File: config.mk
export PLATFORM = sky130hd
export DESIGN_NAME = uniform_grid_ray_traversal_flat
export DESIGN_NICKNAME = d
export VERILOG_FILES = /design/src/ugrt_pkg.sv /design/src/ugrt_if.sv /design/src/ugrt_div.sv /design/src/ugrt_datapath.sv /design/src/ugrt_ctrl.sv /design/src/uniform_grid_ray_traversal.sv /design/src/flat_wrapper.sv
export SDC_FILE = /design/constraint.sdc
export NUM_CORES = 2
export LEC_CHECK = 0
export BUFFER_PORTS_ARGS = -buffer_cell sky130_fd_sc_hd__buf_2
export CORE_MARGIN = 1
export CORE_UTILIZATION = 35
export CTS_CLUSTER_DIAMETER = 60
export DETAILED_ROUTE_END_ITERATION = 10
export SYNTH_ARGS = -nofsm -noshare
export SYNTH_HDL_FRONTEND = slang
export SYNTH_SLANG_ARGS = --single-unit
File: constraint.sdc
create_clock -name clk -period 10.1 [get_ports clk]
set_clock_uncertainty 0.05 [all_clocks]
set_input_delay 2.02 -clock clk [delete_from_list [all_inputs] [get_ports clk]]
set_output_delay 2.02 -clock clk [all_outputs]
set_load 0.1 [all_outputs]
File: src/ugrt_pkg.sv
// Package for the uniform grid ray traversal block.
// Holds time format constants, the controller state enum and the command/status structs.
`default_nettype none
package ugrt_pkg;
  localparam int AXIS_CELLS_MAX = 16;
  localparam int TIME_BITS = 32;
  localparam int POS_W = $clog2(AXIS_CELLS_MAX);
  localparam int SIZE_W = POS_W + 1;
  localparam int REG_W = 5;
  localparam logic signed [TIME_BITS-1:0] INFINITY = {1'b0, {(TIME_BITS-1){1'b1}}};
  localparam logic signed [TIME_BITS-1:0] TIME_MIN = {1'b1, {(TIME_BITS-1){1'b0}}};
  localparam logic [1:0] DIR_ZERO = 2'd0;
  localparam logic [1:0] DIR_POS = 2'd1;
  localparam logic [1:0] DIR_NEG = 2'd2;
  localparam logic [1:0] REG_SIZE_X = 2'd0;
  localparam logic [1:0] REG_SIZE_Y = 2'd1;
  localparam logic [1:0] REG_SIZE_Z = 2'd2;
  // quotient bits: difference is TIME_BITS+1 wide
  localparam int DIFF_W = TIME_BITS + 1;

  typedef enum logic [2:0] {
    ST_IDLE, ST_DIV, ST_FIRST, ST_WALK, ST_HOLD
  } ctrl_state_t;

  typedef struct packed {
    logic load;       // capture the ray
    logic div_start;  // start divider on axis div_axis
    logic [1:0] div_axis;
    logic first;      // form first crossing for axis div_axis
    logic step;       // emit a cell and advance
  } ugrt_cmd_t;

  typedef struct packed {
    logic div_done;
    logic walk_done;
  } ugrt_status_t;

  function automatic logic signed [TIME_BITS-1:0] sat_time(input logic signed [2*TIME_BITS+1:0] v);
    if (v > $signed({{(TIME_BITS+2){1'b0}}, INFINITY})) return INFINITY;
    if (v < $signed({{(TIME_BITS+2){1'b1}}, TIME_MIN})) return TIME_MIN;
    return v[TIME_BITS-1:0];
  endfunction
endpackage
`default_nettype wire

File: src/ugrt_if.sv
// Valid/ready channel interfaces for ray items and cell results.
// Imports ugrt_pkg; the port widths are given as literals.
`default_nettype none
interface ugrt_ray_if import ugrt_pkg::*; ();
  logic valid;
  logic ready;
  logic [3:0] start_x, start_y, start_z;
  logic signed [31:0] enter_time_x, enter_time_y, enter_time_z;
  logic signed [31:0] leave_time_x, leave_time_y, leave_time_z;
  logic [5:0] dir_code;
  modport source (output valid, start_x, start_y, start_z, enter_time_x, enter_time_y,
    enter_time_z, leave_time_x, leave_time_y, leave_time_z, dir_code, input ready);
  modport sink (input valid, start_x, start_y, start_z, enter_time_x, enter_time_y,
    enter_time_z, leave_time_x, leave_time_y, leave_time_z, dir_code, output ready);
endinterface

interface ugrt_cell_if import ugrt_pkg::*; ();
  logic valid;
  logic ready;
  logic [11:0] cell_index;
  logic signed [31:0] exit_time;
  logic last;
  modport source (output valid, cell_index, exit_time, last, input ready);
  modport sink (input valid, cell_index, exit_time, last, output ready);
endinterface
`default_nettype wire

File: src/ugrt_div.sv
// Restoring radix-2 divider, one quotient bit per cycle, truncates toward zero.
// Depends on ugrt_pkg.
`default_nettype none
module ugrt_div import ugrt_pkg::*; (
  input  wire logic clk,
  input  wire logic rst,
  input  wire logic start,
  input  wire logic signed [DIFF_W-1:0] dividend,
  input  wire logic [SIZE_W-1:0] divisor,
  output logic done,
  output logic signed [TIME_BITS-1:0] quotient
);
  localparam int CNT_W = $clog2(DIFF_W + 1);
  logic [DIFF_W-1:0] quo;
  logic [SIZE_W:0] rem;
  logic [SIZE_W-1:0] dvs;
  logic neg;
  logic busy;
  logic [CNT_W-1:0] cnt;
  logic [SIZE_W:0] trial;
  logic signed [DIFF_W:0] q_signed;

  assign trial = {rem[SIZE_W-1:0], quo[DIFF_W-1]} - {1'b0, dvs};

  always_ff @(posedge clk) begin
    if (rst) begin
      busy <= 1'b0;
      done <= 1'b0;
      cnt  <= '0;
    end else begin
      done <= 1'b0;
      if (start) begin
        busy <= 1'b1;
        cnt  <= CNT_W'(DIFF_W);
        quo  <= dividend[DIFF_W-1] ? DIFF_W'(-dividend) : dividend;
        neg  <= dividend[DIFF_W-1];
        rem  <= '0;
        dvs  <= divisor;
      end else if (busy) begin
        if (!trial[SIZE_W]) begin
          rem <= trial;
          quo <= {quo[DIFF_W-2:0], 1'b1};
        end else begin
          rem <= {rem[SIZE_W-1:0], quo[DIFF_W-1]};
          quo <= {quo[DIFF_W-2:0], 1'b0};
        end
        cnt <= cnt - 1'b1;
        if (cnt == CNT_W'(1)) begin
          busy <= 1'b0;
          done <= 1'b1;
        end
      end
    end
  end

  // magnitude fits DIFF_W bits unsigned; saturate after sign
  assign q_signed = neg ? -$signed({1'b0, quo}) : $signed({1'b0, quo});
  assign quotient = sat_time((2*TIME_BITS+2)'(q_signed));
endmodule
`default_nettype wire

File: src/ugrt_datapath.sv
// Datapath: ray registers, shared divider, first crossing, axis choice and cell step.
// Depends on ugrt_pkg and ugrt_div.
`default_nettype none
module ugrt_datapath import ugrt_pkg::*; (
  input  wire logic clk,
  input  wire logic rst,
  input  wire ugrt_cmd_t cmd,
  output ugrt_status_t status,
  input  wire logic cfg_we,
  input  wire logic [1:0] cfg_index,
  input  wire logic [REG_W-1:0] cfg_data,
  input  wire logic [3:0] in_start [3],
  input  wire logic signed [31:0] in_enter [3],
  input  wire logic signed [31:0] in_leave [3],
  input  wire logic [5:0] in_dir,
  output logic [11:0] cell_index,
  output logic signed [31:0] exit_time,
  output logic last
);
  logic [REG_W-1:0] grid_reg [3];
  logic [SIZE_W-1:0] size [3];
  logic [POS_W-1:0] pos [3];
  logic signed [TIME_BITS-1:0] enter [3];
  logic signed [TIME_BITS-1:0] leave [3];
  logic signed [TIME_BITS-1:0] next_cross_time [3];
  logic signed [TIME_BITS-1:0] cross_step_time [3];
  logic [1:0] axis_direction [3];
  logic [11:0] row_base, layer_base;

  logic div_done;
  logic signed [TIME_BITS-1:0] quotient;
  logic signed [DIFF_W-1:0] diff;
  logic [1:0] ax;
  logic [1:0] da;
  logic signed [SIZE_W+TIME_BITS:0] first_prod;
  logic signed [2*TIME_BITS+1:0] first_sum;
  logic [SIZE_W-1:0] mult;
  logic [1:0] sel;
  logic all_zero, done_now;

  always_ff @(posedge clk) begin
    if (rst) begin
      grid_reg[0] <= REG_W'(16);
      grid_reg[1] <= REG_W'(16);
      grid_reg[2] <= REG_W'(16);
    end else if (cfg_we) begin
      case (cfg_index)
        REG_SIZE_X: grid_reg[0] <= cfg_data;
        REG_SIZE_Y: grid_reg[1] <= cfg_data;
        REG_SIZE_Z: grid_reg[2] <= cfg_data;
        default: ;
      endcase
    end
  end

  always_comb begin
    for (int i = 0; i < 3; i++) begin
      if (grid_reg[i] == '0) size[i] = SIZE_W'(1);
      else if (grid_reg[i] > REG_W'(AXIS_CELLS_MAX)) size[i] = SIZE_W'(AXIS_CELLS_MAX);
      else size[i] = SIZE_W'(grid_reg[i]);
    end
  end

  assign da = cmd.div_axis;
  assign diff = DIFF_W'(leave[da]) - DIFF_W'(enter[da]);
  assign mult = (axis_direction[da] == DIR_POS) ? SIZE_W'(pos[da]) + 1'b1
                                               : size[da] - SIZE_W'(pos[da]);
  assign first_prod = $signed({1'b0, mult}) * cross_step_time[da];
  assign first_sum = (2*TIME_BITS+2)'(enter[da]) + (2*TIME_BITS+2)'(first_prod);

  ugrt_div u_div (.clk, .rst, .start(cmd.div_start), .dividend(diff),
    .divisor(size[da]), .done(div_done), .quotient);

  function automatic logic earlier(input logic [1:0] a, input logic [1:0] b,
      input logic [1:0] dir [3], input logic signed [TIME_BITS-1:0] t [3]);
    if (dir[a] == DIR_ZERO) return 1'b0;
    if (dir[b] == DIR_ZERO) return 1'b1;
    return t[a] < t[b];
  endfunction

  always_comb begin
    if (earlier(2'd0, 2'd1, axis_direction, next_cross_time)
        && earlier(2'd0, 2'd2, axis_direction, next_cross_time)) sel = 2'd0;
    else if (earlier(2'd1, 2'd2, axis_direction, next_cross_time)) sel = 2'd1;
    else sel = 2'd2;
  end
  assign ax = sel;
  assign all_zero = (axis_direction[0] == DIR_ZERO) && (axis_direction[1] == DIR_ZERO)
                 && (axis_direction[2] == DIR_ZERO);
  assign done_now = all_zero ||
    ((axis_direction[ax] == DIR_POS) ? (SIZE_W'(pos[ax]) + 1'b1 >= size[ax])
                                     : (pos[ax] == '0));

  always_ff @(posedge clk) begin
    if (cmd.load) begin
      for (int i = 0; i < 3; i++) begin
        pos[i] <= (SIZE_W'(in_start[i]) > size[i] - 1'b1) ? POS_W'(size[i] - 1'b1)
                                                         : POS_W'(in_start[i]);
        enter[i] <= in_enter[i];
        leave[i] <= in_leave[i];
        axis_direction[i] <= (in_dir[2*i +: 2] == DIR_POS || in_dir[2*i +: 2] == DIR_NEG)
                             ? in_dir[2*i +: 2] : DIR_ZERO;
      end
      row_base   <= 12'(size[0]);
      layer_base <= 12'(size[0]) * 12'(size[1]);
    end
    if (div_done) cross_step_time[da] <= quotient;
    if (cmd.first) begin
      next_cross_time[da] <= (axis_direction[da] == DIR_ZERO) ? INFINITY : sat_time(first_sum);
    end
    if (cmd.step) begin
      cell_index <= 12'(pos[0]) + 12'(row_base * 12'(pos[1])) + 12'(layer_base * 12'(pos[2]));
      last <= done_now;
      if (all_zero) begin
        exit_time <= INFINITY;
      end else begin
        exit_time <= next_cross_time[ax];
        next_cross_time[ax] <= sat_time((2*TIME_BITS+2)'(next_cross_time[ax])
                                      + (2*TIME_BITS+2)'(cross_step_time[ax]));
        if (!done_now) begin
          if (axis_direction[ax] == DIR_POS) pos[ax] <= pos[ax] + 1'b1;
          else pos[ax] <= pos[ax] - 1'b1;
        end
      end
    end
  end

  assign status.div_done = div_done;
  assign status.walk_done = done_now;
endmodule
`default_nettype wire

File: src/ugrt_ctrl.sv
// Controller FSM: sequences the three divisions, first crossings and the cell walk.
// Depends on ugrt_pkg.
`default_nettype none
module ugrt_ctrl import ugrt_pkg::*; (
  input  wire logic clk,
  input  wire logic rst,
  input  wire logic in_valid,
  output logic in_ready,
  output logic out_valid,
  input  wire logic out_ready,
  input  wire ugrt_status_t status,
  output ugrt_cmd_t cmd
);
  ctrl_state_t state, state_next;
  logic [1:0] axis, axis_next;
  logic busy_div, busy_div_next;
  logic ov, ov_next;

  always_ff @(posedge clk) begin
    if (rst) begin
      state <= ST_IDLE;
      axis <= '0;
      busy_div <= 1'b0;
      ov <= 1'b0;
    end else begin
      state <= state_next;
      axis <= axis_next;
      busy_div <= busy_div_next;
      ov <= ov_next;
    end
  end

  // output register may step when empty or being taken
  logic slot_free;
  assign slot_free = !ov || out_ready;

  always_comb begin
    state_next = state;
    axis_next = axis;
    busy_div_next = busy_div;
    ov_next = ov && !out_ready;
    case (state)
      ST_IDLE: if (in_valid) begin
        state_next = ST_DIV;
        axis_next = '0;
        busy_div_next = 1'b0;
      end
      ST_DIV: begin
        if (!busy_div) busy_div_next = 1'b1;
        else if (status.div_done) begin
          busy_div_next = 1'b0;
          state_next = ST_FIRST;
        end
      end
      ST_FIRST: begin
        if (axis == 2'd2) begin
          state_next = ST_WALK;
          axis_next = '0;
        end else begin
          axis_next = axis + 1'b1;
          state_next = ST_DIV;
        end
      end
      ST_WALK: if (slot_free) begin
        ov_next = 1'b1;
        if (status.walk_done) state_next = ST_HOLD;
      end
      ST_HOLD: if (!ov_next) state_next = ST_IDLE;
      default: state_next = ST_IDLE;
    endcase
  end

  always_comb begin
    cmd = '0;
    cmd.div_axis = axis;
    in_ready = (state == ST_IDLE);
    case (state)
      ST_IDLE: cmd.load = in_valid;
      ST_DIV: cmd.div_start = !busy_div;
      ST_FIRST: cmd.first = 1'b1;
      ST_WALK: cmd.step = slot_free;
      default: ;
    endcase
  end

  assign out_valid = ov;
endmodule
`default_nettype wire

File: src/uniform_grid_ray_traversal.sv
// Top level of the uniform grid ray traversal block.
// Depends on ugrt_pkg, ugrt_if, ugrt_ctrl and ugrt_datapath.
`default_nettype none
// Walks one ray through a grid of up to 16x16x16 cells and emits each visited cell with
// the time the ray leaves it; the final cell carries last. Rays are handled one at a time.
// After a ray is accepted, setup runs three divisions on one shared bit-serial divider,
// each with a start and a first-crossing step; then one cell per cycle while the output
// is taken (up to 46 cells), then a drain state until the last cell is taken. The walk
// waits while the output stalls.
// Write grid sizes only between rays.
module uniform_grid_ray_traversal import ugrt_pkg::*; (
  input wire logic clk,
  input wire logic rst,
  input wire logic cfg_we,
  input wire logic [1:0] cfg_index,
  input wire logic [REG_W-1:0] cfg_data,
  ugrt_ray_if.sink ray,
  ugrt_cell_if.source voxel
);
  ugrt_cmd_t cmd;
  ugrt_status_t status;
  logic [3:0] st [3];
  logic signed [31:0] en [3];
  logic signed [31:0] lv [3];

  assign st = '{ray.start_x, ray.start_y, ray.start_z};
  assign en = '{ray.enter_time_x, ray.enter_time_y, ray.enter_time_z};
  assign lv = '{ray.leave_time_x, ray.leave_time_y, ray.leave_time_z};

  ugrt_ctrl u_ctrl (.clk, .rst, .in_valid(ray.valid), .in_ready(ray.ready),
    .out_valid(voxel.valid), .out_ready(voxel.ready), .status, .cmd);

  ugrt_datapath u_dp (.clk, .rst, .cmd, .status, .cfg_we, .cfg_index, .cfg_data,
    .in_start(st), .in_enter(en), .in_leave(lv), .in_dir(ray.dir_code),
    .cell_index(voxel.cell_index), .exit_time(voxel.exit_time), .last(voxel.last));

`ifndef SYNTHESIS
  a_no_accept_busy: assert property (@(posedge clk) disable iff (rst)
    voxel.valid |-> !ray.ready) else $error("ray taken while results pending");
  a_step_needs_room: assert property (@(posedge clk) disable iff (rst)
    cmd.step |-> (!voxel.valid || voxel.ready)) else $error("result overwritten");
  a_one_cmd: assert property (@(posedge clk) disable iff (rst)
    $onehot0({cmd.load, cmd.div_start, cmd.first, cmd.step})) else $error("command clash");
`endif
endmodule
`default_nettype wire

File: src/flat_wrapper.sv
// flat-port wrapper written by rule: the top's interface ports become plain ports
module uniform_grid_ray_traversal_flat import ugrt_pkg::*;
  (clk, rst, cfg_we, cfg_index, cfg_data, ray_valid, ray_start_x, ray_start_y, ray_start_z, ray_enter_time_x, ray_enter_time_y, ray_enter_time_z, ray_leave_time_x, ray_leave_time_y, ray_leave_time_z, ray_dir_code, ray_ready, voxel_valid, voxel_cell_index, voxel_exit_time, voxel_last, voxel_ready);
  ugrt_ray_if ray_i ();
  ugrt_cell_if voxel_i ();
  input wire logic clk;
  input wire logic rst;
  input wire logic cfg_we;
  input wire logic [1:0] cfg_index;
  input wire logic [REG_W-1:0] cfg_data;
  input wire logic [$bits(ray_i.valid)-1:0] ray_valid;
  input wire logic [$bits(ray_i.start_x)-1:0] ray_start_x;
  input wire logic [$bits(ray_i.start_y)-1:0] ray_start_y;
  input wire logic [$bits(ray_i.start_z)-1:0] ray_start_z;
  input wire logic [$bits(ray_i.enter_time_x)-1:0] ray_enter_time_x;
  input wire logic [$bits(ray_i.enter_time_y)-1:0] ray_enter_time_y;
  input wire logic [$bits(ray_i.enter_time_z)-1:0] ray_enter_time_z;
  input wire logic [$bits(ray_i.leave_time_x)-1:0] ray_leave_time_x;
  input wire logic [$bits(ray_i.leave_time_y)-1:0] ray_leave_time_y;
  input wire logic [$bits(ray_i.leave_time_z)-1:0] ray_leave_time_z;
  input wire logic [$bits(ray_i.dir_code)-1:0] ray_dir_code;
  output wire logic [$bits(ray_i.ready)-1:0] ray_ready;
  output wire logic [$bits(voxel_i.valid)-1:0] voxel_valid;
  output wire logic [$bits(voxel_i.cell_index)-1:0] voxel_cell_index;
  output wire logic [$bits(voxel_i.exit_time)-1:0] voxel_exit_time;
  output wire logic [$bits(voxel_i.last)-1:0] voxel_last;
  input wire logic [$bits(voxel_i.ready)-1:0] voxel_ready;
  assign ray_i.valid = ray_valid;
  assign ray_i.start_x = ray_start_x;
  assign ray_i.start_y = ray_start_y;
  assign ray_i.start_z = ray_start_z;
  assign ray_i.enter_time_x = ray_enter_time_x;
  assign ray_i.enter_time_y = ray_enter_time_y;
  assign ray_i.enter_time_z = ray_enter_time_z;
  assign ray_i.leave_time_x = ray_leave_time_x;
  assign ray_i.leave_time_y = ray_leave_time_y;
  assign ray_i.leave_time_z = ray_leave_time_z;
  assign ray_i.dir_code = ray_dir_code;
  assign ray_ready = ray_i.ready;
  assign voxel_valid = voxel_i.valid;
  assign voxel_cell_index = voxel_i.cell_index;
  assign voxel_exit_time = voxel_i.exit_time;
  assign voxel_last = voxel_i.last;
  assign voxel_i.ready = voxel_ready;
  uniform_grid_ray_traversal u_core (.clk(clk), .rst(rst), .cfg_we(cfg_we), .cfg_index(cfg_index), .cfg_data(cfg_data), .ray(ray_i), .voxel(voxel_i));
endmodule
# After elaboration in Yosys (flattened, before gate mapping)
# Memories as Yosys holds them, arrays and structs flattened. A register that Yosys moved wholly into a read port is not among the register bits.
# Cells that the tools add are included.
# classes
multipliers	4
eq_ne	22
n_div	0
n_mux	165
bitwise_logic	8
magnitude_cmp	20
shifts	0
n_reduce_logical	35
addsub	18
# ops
op	n
two-way mux 32 bit	20
two-way mux 96 bit	3
bitwise mux 96 bit	2
demux 32 bit (select 2 bit)	2
two-way mux 33 bit	3
less-than comparator 32 bit	3
two-way mux 5 bit	16
two-way mux 1 bit	79
binary-select mux 32 bit (select 2 bit)	1
adder 32 x 38 -> 39 bit	1
> comparator 39 x 32 -> 1 bit (second input constant)	1
less-than comparator 39 x 32 -> 1 bit (second input constant)	1
multiplier 6 x 32 -> 38 bit	1
two-way mux 2 bit	18
> comparator 34 x 32 -> 1 bit (second input constant)	1
less-than comparator 34 x 32 -> 1 bit (second input constant)	1
two-way mux 34 bit	1
negator 33 -> 34 bit	1
adder 32 x 32 -> 33 bit	1
> comparator 33 x 32 -> 1 bit (second input constant)	1
less-than comparator 33 x 32 -> 1 bit (second input constant)	1
negator 33 bit	1
subtractor 32 x 32 -> 33 bit	1
binary-select mux 5 bit (select 2 bit)	2
other kinds (48)	110
# word_totals
ff_bits	221
input_bits	222
mem_bits_rw	315
rom_bits	0
n_memories	5
output_inout_bits	47
latchBits	0
# memory_table
memory	words	width	rd	rd_clocked_by_memory_dff	write_ports	line	text
u_core.u_dp.cross_step_time	3	32	2	1	1	ugrt_datapath.sv:26	logic signed [TIME_BITS-1:0] cross_step_time [3];
u_core.u_dp.enter	3	32	1	1	3	ugrt_datapath.sv:23	logic signed [TIME_BITS-1:0] enter [3];
u_core.u_dp.leave	3	32	1	1	3	ugrt_datapath.sv:24	logic signed [TIME_BITS-1:0] leave [3];
u_core.u_dp.grid_reg	3	5	3	0	3	ugrt_datapath.sv:20	logic [REG_W-1:0] grid_reg [3];
u_core.u_dp.pos	3	4	5	1	3	ugrt_datapath.sv:22	logic [POS_W-1:0] pos [3];

# Longest topological paths before layout
# logic_depth
ltp_word	33
mapped_depth	39

# Hierarchy
# From an unflattened synthesis, not the netlist that was laid out.
# unflattened
hier_cells	4138
area_unflattened_um2	40391.2
# modules_own_cells
mod	instances	area_each_um2	cells_per_inst
ugrt_datapath	1	35871.9	3623
ugrt_div	1	4098.9	462
ugrt_ctrl	1	420.4	53

# Worst setup path before layout
# No wires, ideal clock.
# synth_path
kind	reg-to-reg
start	memory u_core.u_dp.grid_reg[0][1]
end	register u_core.u_dp.next_cross_time[25] in the netlist's numbering
path_stages_with_launch	35
path_slack_ns	2.029
n_path_buf	2
required_ns	9.990
arrival_ns	7.961
synth_period_minus_slack_ns	8.071
setup_ns	0.060
cell_sequence	edfxtp_1 > nor3_1 > nor2_1 > nor2_1 > clkinv_1 > mux2_2 > o22ai_1 > inv_1 > ha_1 > fa_1 > inv_1 > a21o_1 > a21oi_1 > xnor2_1 > nor2_1 > a41oi_1 > clkbuf_1 > nor2_1 > ha_1 > fa_1 > fa_1 > inv_1 > fa_1 > inv_1 > ha_1 > or4_1 > a21oi_1 > o31ai_1 > o311ai_1 > nor2_1 > a311o_1 > o41ai_4 > and2_1 > clkbuf_1 > a221o_1
# synth_rtl
item	line	text
start, declared	ugrt_datapath.sv:20	
end signal, assigned by index	ugrt_datapath.sv:109	next_cross_time[da] <= (axis_direction[da] == DIR_ZERO) ? INFINITY : sat_time(first_sum);
end signal, assigned by index	ugrt_datapath.sv:118	next_cross_time[ax] <= sat_time((2*TIME_BITS+2)'(next_cross_time[ax])
end, declared	ugrt_datapath.sv:25	logic signed [TIME_BITS-1:0] next_cross_time [3];

==> qor.txt <==
leading area contributor after synthesis = edfxtp_1
Die Y = 343 um
Core Region = 0.115 mm2
GRT overflow = 0
final hold violation count = 0
ys async rst share = 0%
mux cell area share after synthesis = 4.14%
Slew @ Worst Pin = 1.30 ns
MaxCap Viol Count = 0
Cells after Synth = 4205
simple-gate share of the synthesized area = 14.4%
CP arrival = 9.55 ns
final worst path period share = 90.2%
first-pass iteration count of the detailed router = 9
Mapped Area = 0.0406 mm2
Final Instance Count excl. Fillers = 5996
Data required, critical path = 10.54 ns
Slew Viols, Final = 0
Residual DRC = 14
layout cell share with drive strength beyond 1 = 11.4%
Ys Warns = 0
main combinational cell family by area after synthesis = adder cells
Mean Syn Cell Area = 9.66 um2
Max Freq = 110 MHz
vias = 32300
part of the Yosys area used for sequential elements = 37.3%
Critical Path End Type = flop
GRT Util Overall = 20.9%
crit-path max cell delay = 0.57 ns
vias in the first global route = 31300
DIE AREA = 0.117 mm2
Top Ports = 269
DP HPWL = 96200 um
Synth top cells by count = 429 x edfxtp_1, 403 x nor2_1, 365 x inv_1, 363 x nand2_1, 325 x ha_1
Compound-Gate Fraction of Synth Area = 16.3%
first-pass GRT wire length = 187000 um
Final setup viols = 0
port buffer count = 268
postcts setup bufs = 0
CP max stage cell = nand2_1
XOR/XNOR Fraction of Synth Area = 3.73%
Slew HR = 12.9%
crit path kind = reg -> reg
failing checks = DRC
Rows = 124
most frequent cell after synthesis = edfxtp_1
Initial Utilization = 35.4%
Chip Width = 343 um
initial DRC count = 2434
WL final = 124000 um
initial antenna violation count = 2
Clock Path Buffers = 3
Post-CTS Hold Fix Bufs = 0
Final WS setup = 0.985 ns
number of synthesized flops with an enable pin = 429
Layout Nets = 5156
Area growth, synth to finish = 13.6%
Hold WC Path Type = reg -> reg
top post-synthesis cells by area = edfxtp_1 32%, ha_1 10%, fa_1 9.1%
Yosys reg bits = 542
RSZ-0062 raised after global routing = false
CP Buf/Inv Count = 7
CTS H-tree depth = 3
later-pin clock latency in the skew report = 0.64 ns
status = finished, violations left
Final GP Congestion = 0.941
most common flop cell mapped by yosys = edfxtp_1
Reg clk slew, reported paths = 0.06 ns
Final Instance Area = 0.0462 mm2
CP Launch Type = flop
dpl cells = 5861
largest net degree at the start of global routing = 164
Distinct cells, synth = 98
Final min period = 9.11 ns
number of clock buffers inserted by TritonCTS = 73
clk root buf = clkbuf_16
Area after DPL = 0.0437 mm2
clk sinks = 542
top cell type's share of synthesized area = 31.7%
TritonCTS clock tree = yes
Crit Path Max Fanout = 32
setup_tns = 0 ns
Avg Vias per Cell = 5.38
Synth Area in Adders = 19.1%
reg2reg setup slack = 0.99 ns
post-CTS sizing = 0
antenna viol nets, final = 0
crit-path leading delay family = adder cells
WL per Instance = 20.7 um
dpl ws = 1.16 ns
[final cells by class]
type	count	area, um2
Fill cell	11300	68500
Clock inverter	46	469
Inverter	366	1380
Clock buffer	88	1980
Multi-Input combinational cell	3126	23500
Sequential cell	542	15200
Antenna cell	1	2.50
Timing Repair Buffer	315	1760
Tap cell	1512	1890
[worst paths after layout]
path / endpoint / start / cells past startpoint
setup reg to reg: u_core.u_dp.next_cross_time[87] / u_core.u_dp.grid_reg[0][1] / 36
hold / removal: u_core.u_dp.next_cross_time[26] / u_core.u_dp.next_cross_time[26] / 2
setup / recovery: u_core.u_dp.next_cross_time[87] / u_core.u_dp.grid_reg[0][1] / 36
hold reg to reg: u_core.u_dp.next_cross_time[26] / u_core.u_dp.next_cross_time[26] / 2
[per-stage QoR]
stage	util, %	hold slack (ns)
3_5_place_dp	38.1	0.409
6_report	40.3	0.416
2_1_floorplan	-	0.391
3_3_place_gp	38.1	0.405
4_1_cts	40.3	0.421
5_1_grt	40.3	0.451
[cell usage in the layout (no fill, tap or decap), types with 12 or more instances in the layout]
cell type  Yosys  routed
nand3_1      100     100
nor2_1       403     401
buf_2         16     268
a2bb2oi_1     12      12
clkbuf_16      0      77
nand4_1       22      22
nor2b_1       44      44
a211o_1       36      36
and3_1        22      21
o31ai_1       27      27
a31oi_1       22      21
a21o_1        89      89
ha_1         325     325
inv_1        365     364
nand2_1      363     363
fa_1         185     185
a22oi_1       30      30
a211oi_1      25      25
mux2i_1      151     151
dfxtp_1      113     111
o21ai_0      273     273
nor3_1        42      41
a221oi_1      12      12
o21a_1        38      38
or2_2         13      13
nor4_1        14      13
o21bai_1      14      14
xor2_1        88      88
o211ai_1      38      38
a21oi_1      257     253
or3_1         19      19
edfxtp_1     429     429
o21ai_1       35      34
nand2b_1      65      65
buf_4          0      42
xnor2_1       85      85
and2_1        76      76
[worst register-to-register path, delay by kind of cell (launching register included)]
family                     cells  cell delay [ns]
AOI/OAI and AO/OA             11             1.91
xor gates and xnor gates       2             0.42
adders and majority gates      7             2.86
buffers and inverters          7             1.17
DFF                            1             0.44
muxes                          1             0.34
and+or+nand+nor                8             1.81
[cell families after synthesis]
family | count (synthesis)
AOI/OAI and AO/OA | 1032
xor gates and xnor gates | 173
adders and majority gates | 510
buffers and inverters | 540
DFF | 542
muxes | 162
other | 1
and+or+nand+nor | 1245
[layer usage]
layer / GRT usage (%) / vias to the layer above / wire length, um
met5: 0 / - / 14
met4: 8.46 / 2 / 4740
met3: 2.98 / 202 / 8210
met2: 33.6 / 1115 / 56100
met1: 28.2 / 15600 / 55000
li1: - / 15400 / -
Power is not shown: default switching activity piles up to over one toggle a cycle in this logic, so the estimate is an artifact.
